File: config.mk
export PLATFORM = sky130hd
export DESIGN_NAME = zobk_seq
export DESIGN_NICKNAME = d
export VERILOG_FILES = /design/src/hdl/zobk_pkg.sv /design/src/hdl/zobk_seq.sv
export SDC_FILE = /design/constraint.sdc
export NUM_CORES = 1
export LEC_CHECK = 0
export BUFFER_PORTS_ARGS = -buffer_cell sky130_fd_sc_hd__buf_2
export CORE_AREA = 2 2 41 43
export CTS_CLUSTER_DIAMETER = 120
export DETAILED_ROUTE_END_ITERATION = 6
export DIE_AREA = 0 0 43 45
export GPL_ROUTABILITY_DRIVEN = 0
export GPL_TIMING_DRIVEN = 1
export PLACE_DENSITY = 0.78
export SYNTH_ARGS = -nofsm -noshare
export SYNTH_HDL_FRONTEND = slang
export SYNTH_SLANG_ARGS = --single-unit
File: constraint.sdc
create_clock -name clk -period 4.4 [get_ports clk]
set_input_delay 0.66 -clock clk [delete_from_list [all_inputs] [get_ports clk]]
set_output_delay 0.66 -clock clk [all_outputs]
set_load 0.03 [all_outputs]
File: src/hdl/zobk_pkg.sv
// shared types, command codes and the microcode program of the zobrist key unit
`timescale 1ns / 1ps

package zobk_pkg;

	// command codes of the input transaction
	typedef enum logic [2:0] {
		CMD_NEW_POS  = 3'd0,
		CMD_FLIP     = 3'd1,
		CMD_MOVE     = 3'd2,
		CMD_TURN     = 3'd3,
		CMD_EP_SET   = 3'd4,
		CMD_EP_CLR   = 3'd5,
		CMD_CASTLE   = 3'd6,
		CMD_GENERATE = 3'd7
	} cmd_t;

	// table word read by a step; the read data is xored into the key in the following step
	typedef enum logic [3:0] {
		RD_NONE,
		RD_FROM,
		RD_TO,
		RD_EP_SWAP,
		RD_EP_OLD,
		RD_EP_NEW,
		RD_TURN,
		RD_KS0,
		RD_QS0,
		RD_KS1,
		RD_QS1
	} rd_sel_t;

	// state update done by a step
	typedef enum logic [2:0] {
		ACT_NONE,
		ACT_CLEAR,
		ACT_EP_SET,
		ACT_EP_CLR,
		ACT_RIGHTS,
		ACT_SEED,
		ACT_GEN
	} act_t;

	// sequencing of a step
	typedef enum logic [1:0] {
		JMP_NEXT,
		JMP_GEN_LOOP,
		JMP_END
	} jmp_t;

	// one control word
	typedef struct packed {
		rd_sel_t rd;
		act_t    act;
		jmp_t    jmp;
	} ctrl_t;

	localparam int PC_W = 5;
	typedef logic [PC_W-1:0] pc_t;

	// program entry points
	localparam pc_t PC_NEW_POS  = 5'd0;
	localparam pc_t PC_FLIP     = 5'd1;
	localparam pc_t PC_MOVE     = 5'd3;
	localparam pc_t PC_TURN     = 5'd6;
	localparam pc_t PC_EP_SET   = 5'd8;
	localparam pc_t PC_EP_CLR   = 5'd11;
	localparam pc_t PC_CASTLE   = 5'd13;
	localparam pc_t PC_GENERATE = 5'd18;

	localparam ctrl_t CTRL_END = '{rd: RD_NONE, act: ACT_NONE, jmp: JMP_END};

	// command to program entry
	function automatic pc_t dispatch(input cmd_t cmd);
		pc_t pc;
		case (cmd)
			CMD_NEW_POS:  pc = PC_NEW_POS;
			CMD_FLIP:     pc = PC_FLIP;
			CMD_MOVE:     pc = PC_MOVE;
			CMD_TURN:     pc = PC_TURN;
			CMD_EP_SET:   pc = PC_EP_SET;
			CMD_EP_CLR:   pc = PC_EP_CLR;
			CMD_CASTLE:   pc = PC_CASTLE;
			default:      pc = PC_GENERATE;
		endcase
		return pc;
	endfunction

	// microcode rom
	function automatic ctrl_t ucode(input pc_t pc);
		ctrl_t c;
		case (pc)
			5'd0:  c = '{rd: RD_NONE,    act: ACT_CLEAR,  jmp: JMP_END};
			5'd1:  c = '{rd: RD_FROM,    act: ACT_NONE,   jmp: JMP_NEXT};
			5'd2:  c = CTRL_END;
			5'd3:  c = '{rd: RD_FROM,    act: ACT_NONE,   jmp: JMP_NEXT};
			5'd4:  c = '{rd: RD_TO,      act: ACT_NONE,   jmp: JMP_NEXT};
			5'd5:  c = CTRL_END;
			5'd6:  c = '{rd: RD_TURN,    act: ACT_NONE,   jmp: JMP_NEXT};
			5'd7:  c = CTRL_END;
			5'd8:  c = '{rd: RD_EP_SWAP, act: ACT_NONE,   jmp: JMP_NEXT};
			5'd9:  c = '{rd: RD_EP_NEW,  act: ACT_EP_SET, jmp: JMP_NEXT};
			5'd10: c = CTRL_END;
			5'd11: c = '{rd: RD_EP_OLD,  act: ACT_EP_CLR, jmp: JMP_NEXT};
			5'd12: c = CTRL_END;
			5'd13: c = '{rd: RD_KS0,     act: ACT_NONE,   jmp: JMP_NEXT};
			5'd14: c = '{rd: RD_QS0,     act: ACT_NONE,   jmp: JMP_NEXT};
			5'd15: c = '{rd: RD_KS1,     act: ACT_NONE,   jmp: JMP_NEXT};
			5'd16: c = '{rd: RD_QS1,     act: ACT_RIGHTS, jmp: JMP_NEXT};
			5'd17: c = CTRL_END;
			5'd18: c = '{rd: RD_NONE,    act: ACT_SEED,   jmp: JMP_NEXT};
			5'd19: c = '{rd: RD_NONE,    act: ACT_GEN,    jmp: JMP_GEN_LOOP};
			5'd20: c = CTRL_END;
			default: c = CTRL_END;
		endcase
		return c;
	endfunction

	// one xorshift64 step with shifts 13, 7, 17
	function automatic logic [63:0] xorshift64(input logic [63:0] x);
		logic [63:0] a;
		logic [63:0] b;
		a = x ^ (x << 13);
		b = a ^ (a >> 7);
		return b ^ (b << 17);
	endfunction

endpackage

File: src/hdl/zobk_seq.sv
// microcode sequencer: step counter, control rom and jumps
`timescale 1ns / 1ps

module zobk_seq
	import zobk_pkg::*;
(
	input  logic  clk,
	input  logic  arst_n,
	input  logic  launch,
	input  cmd_t  cmd,
	input  logic  gen_last,
	output ctrl_t ctrl,
	output logic  running,
	output logic  done
);

	pc_t  pc_q;
	logic running_q;
	logic done_q;

	// control word of the current step, a no-op while idle
	always_comb begin
		if (running_q) begin
			ctrl = ucode(pc_q);
		end else begin
			ctrl = '{rd: RD_NONE, act: ACT_NONE, jmp: JMP_NEXT};
		end
	end

	// step counter and result strobe
	always_ff @(posedge clk or negedge arst_n) begin
		if (!arst_n) begin
			pc_q      <= PC_NEW_POS;
			running_q <= 1'b0;
			done_q    <= 1'b0;
		end else begin
			done_q <= running_q && (ctrl.jmp == JMP_END);
			if (launch) begin
				pc_q      <= dispatch(cmd);
				running_q <= 1'b1;
			end else if (running_q) begin
				case (ctrl.jmp)
					JMP_NEXT:     pc_q <= pc_q + 1'b1;
					JMP_GEN_LOOP: if (gen_last) begin
						pc_q <= pc_q + 1'b1;
					end
					JMP_END:      running_q <= 1'b0;
					default:      running_q <= 1'b0;
				endcase
			end
		end
	end

	assign running = running_q;
	assign done    = done_q;

endmodule

## Word-level counts from Yosys, hierarchy flattened

Memories as Yosys holds them, arrays and structs flattened.
Index checks and enable logic that the tools add are counted.

| operators by class | value |
|---|---|
| mux-type cells | 9 |
| equal/unequal tests | 9 |
| reductions and logical operators | 7 |
| add/subtract/negate cells | 1 |

Operators with widths:

| cell | number |
|---|---|
| one-hot mux 5 bit (7 select lines) | 1 |
| two-way mux 5 bit | 3 |
| one-hot mux 5 bit (2 select lines) | 1 |
| equality test 3 bit (second input constant) | 3 |
| two-way mux 9 bit | 1 |
| equality test 3 x 2 -> 1 bit (second input constant) | 2 |
| adder 5 x 1 -> 5 bit (second input constant) | 1 |
| equality test 3 x 1 -> 1 bit (second input constant) | 1 |
| zero test 3 bit | 1 |
| two-way mux 1 bit | 3 |
| inequality test 3 bit (second input constant) | 1 |
| AND reduction 3 bit | 1 |
| nonzero test 3 bit | 1 |
| equality test 2 x 1 -> 1 bit (second input constant) | 1 |
| equality test 2 bit (second input constant) | 1 |
| zero test 2 bit | 1 |
| nonzero test 2 bit | 1 |
| OR reduction 2 bit | 1 |
| logical AND 1 bit | 1 |

| storage, ports and cells | value |
|---|---|
| memories kept | 1 |
| logic and storage cells | 30 |
| input bits | 7 |
| bits in read-only memories | 288 |
| bits in registers | 7 |

Memory list:

| name | depth | bits a word | read ports | clocked after memory_dff | write ports | RTL line | RTL |
|---|---|---|---|---|---|---|---|
| (no name shown) | 32 | 9 | 1 | 0 | 0 | zobk_pkg.sv:92 | `case (pc)` |

## Logic depth before layout (Yosys ltp)

An unclocked memory read counts as a cell.

| depth | value |
|---|---|
| depth in word-level cells | 7 |
| gate-level depth with buffers | 7 |
| gate-level depth less buffers | 6 |

## Least setup slack after synthesis

OpenSTA, ideal clock, no wires.

| timing path | value |
|---|---|
| kind | flip-flop to output port |
| from | register pc_q[2] |
| to | output ctrl[5] (netlist name) |
| setup slack | 2.010 ns |
| path buffers | 1 |
| arrival | 1.730 ns |
| data required time | 3.740 ns |
| cell stages (with the launch flop) | 6 |
| cell sequence | dfrtp_1 > clkbuf_1 > inv_1 > ha_1 > nor2_1 > a211oi_1 |

RTL lines:

| what | RTL line | RTL |
|---|---|---|
| start: declaration | zobk_seq.sv:17 | `pc_t pc_q;` |
| start signal: assignment | zobk_seq.sv:39 | `pc_q <= dispatch(cmd);` |
| start signal: assignment | zobk_seq.sv:43 | `JMP_NEXT: pc_q <= pc_q + 1'b1;` |
| start signal: assignment | zobk_seq.sv:45 | `pc_q <= pc_q + 1'b1;` |
| end: declaration | zobk_seq.sv:12 | `output ctrl_t ctrl,` |

==> results.toml <==
[run_status]
status = "finished clean"

[yosys]
synth_top_area_share_pct = 24.91
synthSimpleGateAreaFrac_pct = 26.16
synth.yosys.seq_area_share_pct = 24.91
syn_inst = 83
synth_edf_count = 0
synth_area_um2 = 703.2
ys_warn_count = 0
syn_nets = 97
synth_xor_area_share_pct = 2.491
synth_mux_area_share_pct = 4.270
synth_compound_area_share_pct = 24.91
yosys.area_share.adder_pct = 12.46
synth_top_area_cell = "dfrtp_1"
syn_avg_cell_area_um2 = 8.472
ys_ff_latch = 7
async_reset_ff_share_pct = 100.0
synth_top_family_by_area = "simple AND/OR/NAND/NOR gates"
synthFlopType = "dfrtp_1"
synth_area_leaders = "dfrtp_1 25%, ha_1 12%, nand2_1 4.8%, a21oi_1 4.3%, mux2i_1 4.3%"
synth.distinct_cells = 38

[floorplanning]
dieArea_um2 = 1935
row_count = 14
ios = 18
coreArea_um2 = 1471
die-width_um = 43
die_h_um = 45
start_util_pct = 47.79

[global_routing]
antenna_found_initial = 0
overflow = 0
grt_pass1_vias = 622
track_usage_pct = 18.25
grt_pass1_wl_mm = 2.656
grt_max_degree = 17

[timing]
min_period_ns = 2.559
drv_slew = 0
finalSetupViolCount = 0
finalSetupTns_ns = 0
rsz0062_at_grt = "no"
tightest_slew_ns = 0.4764
max_freq_mhz = 390.7
slew_headroom_pct = 68.24
fin_skew_ns = 0.008495
finalCritPeriodShare_pct = 58.17
finalHoldViolCount = 0

[worst_setup_path]
ff2ff_path_depth = 6
r2r-start = "pc_q[2]$_DFFE_PN0P_"
setup.worst_path.end_class = "primary output"
path_max_fanout = 14
critPathLaunchType = "flip-flop"
arrival_ns = 1.90
reg2reg_to = "pc_q[3]$_DFFE_PN0P_"
r2r_setup_slack_ns = 2.35
crit_required_ns = 3.74
worstSetupPathType = "flip-flop to primary output"

[clock_tree]
htree_levels = 1
clk_pin_slew_ns = 0.05
ctsHoldBuffers = 0
clkLatencyLatePin_ns = 0.26
ctsResizeCount = 0
cts_tree = "built"
cts_setup_buffers = 0
max-clock-path-buffers = 2
tritoncts.num_buffers = 3
cts-root-buf = "clkbuf_4"
cts_sinks = 7

[detailed_routing]
wl_mm = 1.511
dr.pass1.iters = 4
ant_nets = 0
drt_iter0_markers = 15
dr_total_vias = 677
viasPerCell = 5.786
drcViolationCount = 0
wl_per_cell_um = 12.91

[layout]
final_common_cell = "buf_2"
drive_gt1_share_pct = 22.77
area_delta_synth_final_pct = 16.55
design_area_um2 = 819.5
multi_input_area_um2 = 494.2
final_cell_mix = "17 x buf_2, 9 x nand2_1, 7 x ha_1, 7 x dfrtp_1, 6 x a21oi_1"
fillers = 153
register_area_um2 = 175.2
n_antenna_cell = 0
nNetsFinal = 116

[place]
portBuffers = 17
dp.final_hpwl_mm = 1.170
placed_cell_area_um2 = 793.3

[power]
clock_power_share_pct = 14.4
peakVddDrop_uv = 241.8
power.density_nw_per_um2 = 494.4
power_frac_seq_pct = 28.7
power_frac_comb_pct = 56.9
switchingPower_mw = 0.2055
intPower_mw = 0.1996
leakagePower_nw = 0.3930
switching_share_pct = 50.73

[flow_run]
timing.max_cap.violations = 0

[worst_hold_path]
hp-class = "input pin to async pin"
power by group through the flow:
stage | logic (mW) | registers, mW | clock network (mW)
2_1_floorplan | 0.173 | 0.116 | 0
3_3_place_gp | 0.228 | 0.116 | 0
3_5_place_dp | 0.230 | 0.117 | 0
4_1_cts | 0.231 | 0.116 | 0.0614
5_1_grt | 0.256 | 0.121 | 0.0626
6_report | 0.230 | 0.116 | 0.0585
area by class of cell:
class	count	share of cell area, %
Multi-Input combinational cell	68	60.31
Clock buffer	4	3.206
Inverter	5	2.290
Timing Repair Buffer	17	10.38
Sequential cell	7	21.37
Tap cell	16	2.443
stage by stage:
stage,power (mW),instances,utilization (%),hold WS [ns],setup WS (ns)
CTS,0.4076,117,55.70,0.2244,1.837
floorplan,0.2886,83,-,0.3644,2.010
detailed placement,0.3462,113,53.91,0.5030,2.119
global route,0.4395,117,55.70,0.2352,1.715
finish,0.4052,117,55.70,0.2279,1.841
global placement,0.3433,113,53.91,0.4993,2.170
Yosys cell counts (2+ instances only):
cell type,instances
or3_1,2
nand2_1,9
dfrtp_1,7
o21ai_0,4
and3_1,2
nand3_1,2
ha_1,7
o31a_1,2
clkbuf_1,2
a31oi_1,2
a21oi_1,6
nand4_1,2
mux2i_1,3
nor2_1,4
inv_1,5
a211oi_1,2
routing by layer:
layer | wire [µm] | global-route usage [%]
met5 | 0 | 0
met4 | 29 | 12.73
met3 | 48 | 1.600
met2 | 745 | 28.79
met1 | 687 | 23.87
cells by family (layout without fill, tap and decap cells):
kind of cell,Yosys count,after routing
buf+inv,8,26
flops,7,7
fa+ha+maj,7,7
mux,3,3
compound gates,25,25
simple gates,31,31
xor+xnor,2,2
registers in the layout, indices dropped and copies added, names as in the netlist:
register  flops
done          1
pc_q          5
running       1
worst max path at each step:
stage / end / start / cells past startpoint
after global placement: ctrl[1] / pc_q[2]$_DFFE_PN0P_ / 5
after global routing: ctrl[1] / pc_q[2]$_DFFE_PN0P_ / 5
after floorplan: ctrl[5] / pc_q[2]$_DFFE_PN0P_ / 5
after detailed placement: ctrl[1] / pc_q[2]$_DFFE_PN0P_ / 5
final: ctrl[1] / pc_q[2]$_DFFE_PN0P_ / 5
after CTS: ctrl[1] / pc_q[2]$_DFFE_PN0P_ / 5
worst max-delay path, stage by stage, from the launching register on:
cell	delay, ns
dfrtp_1	0.62
ha_1	0.33
nor3_1	0.27
a211o_1	0.20
nor2_1	0.05
buf_2	0.18
Power figures use the tool's default switching activity.
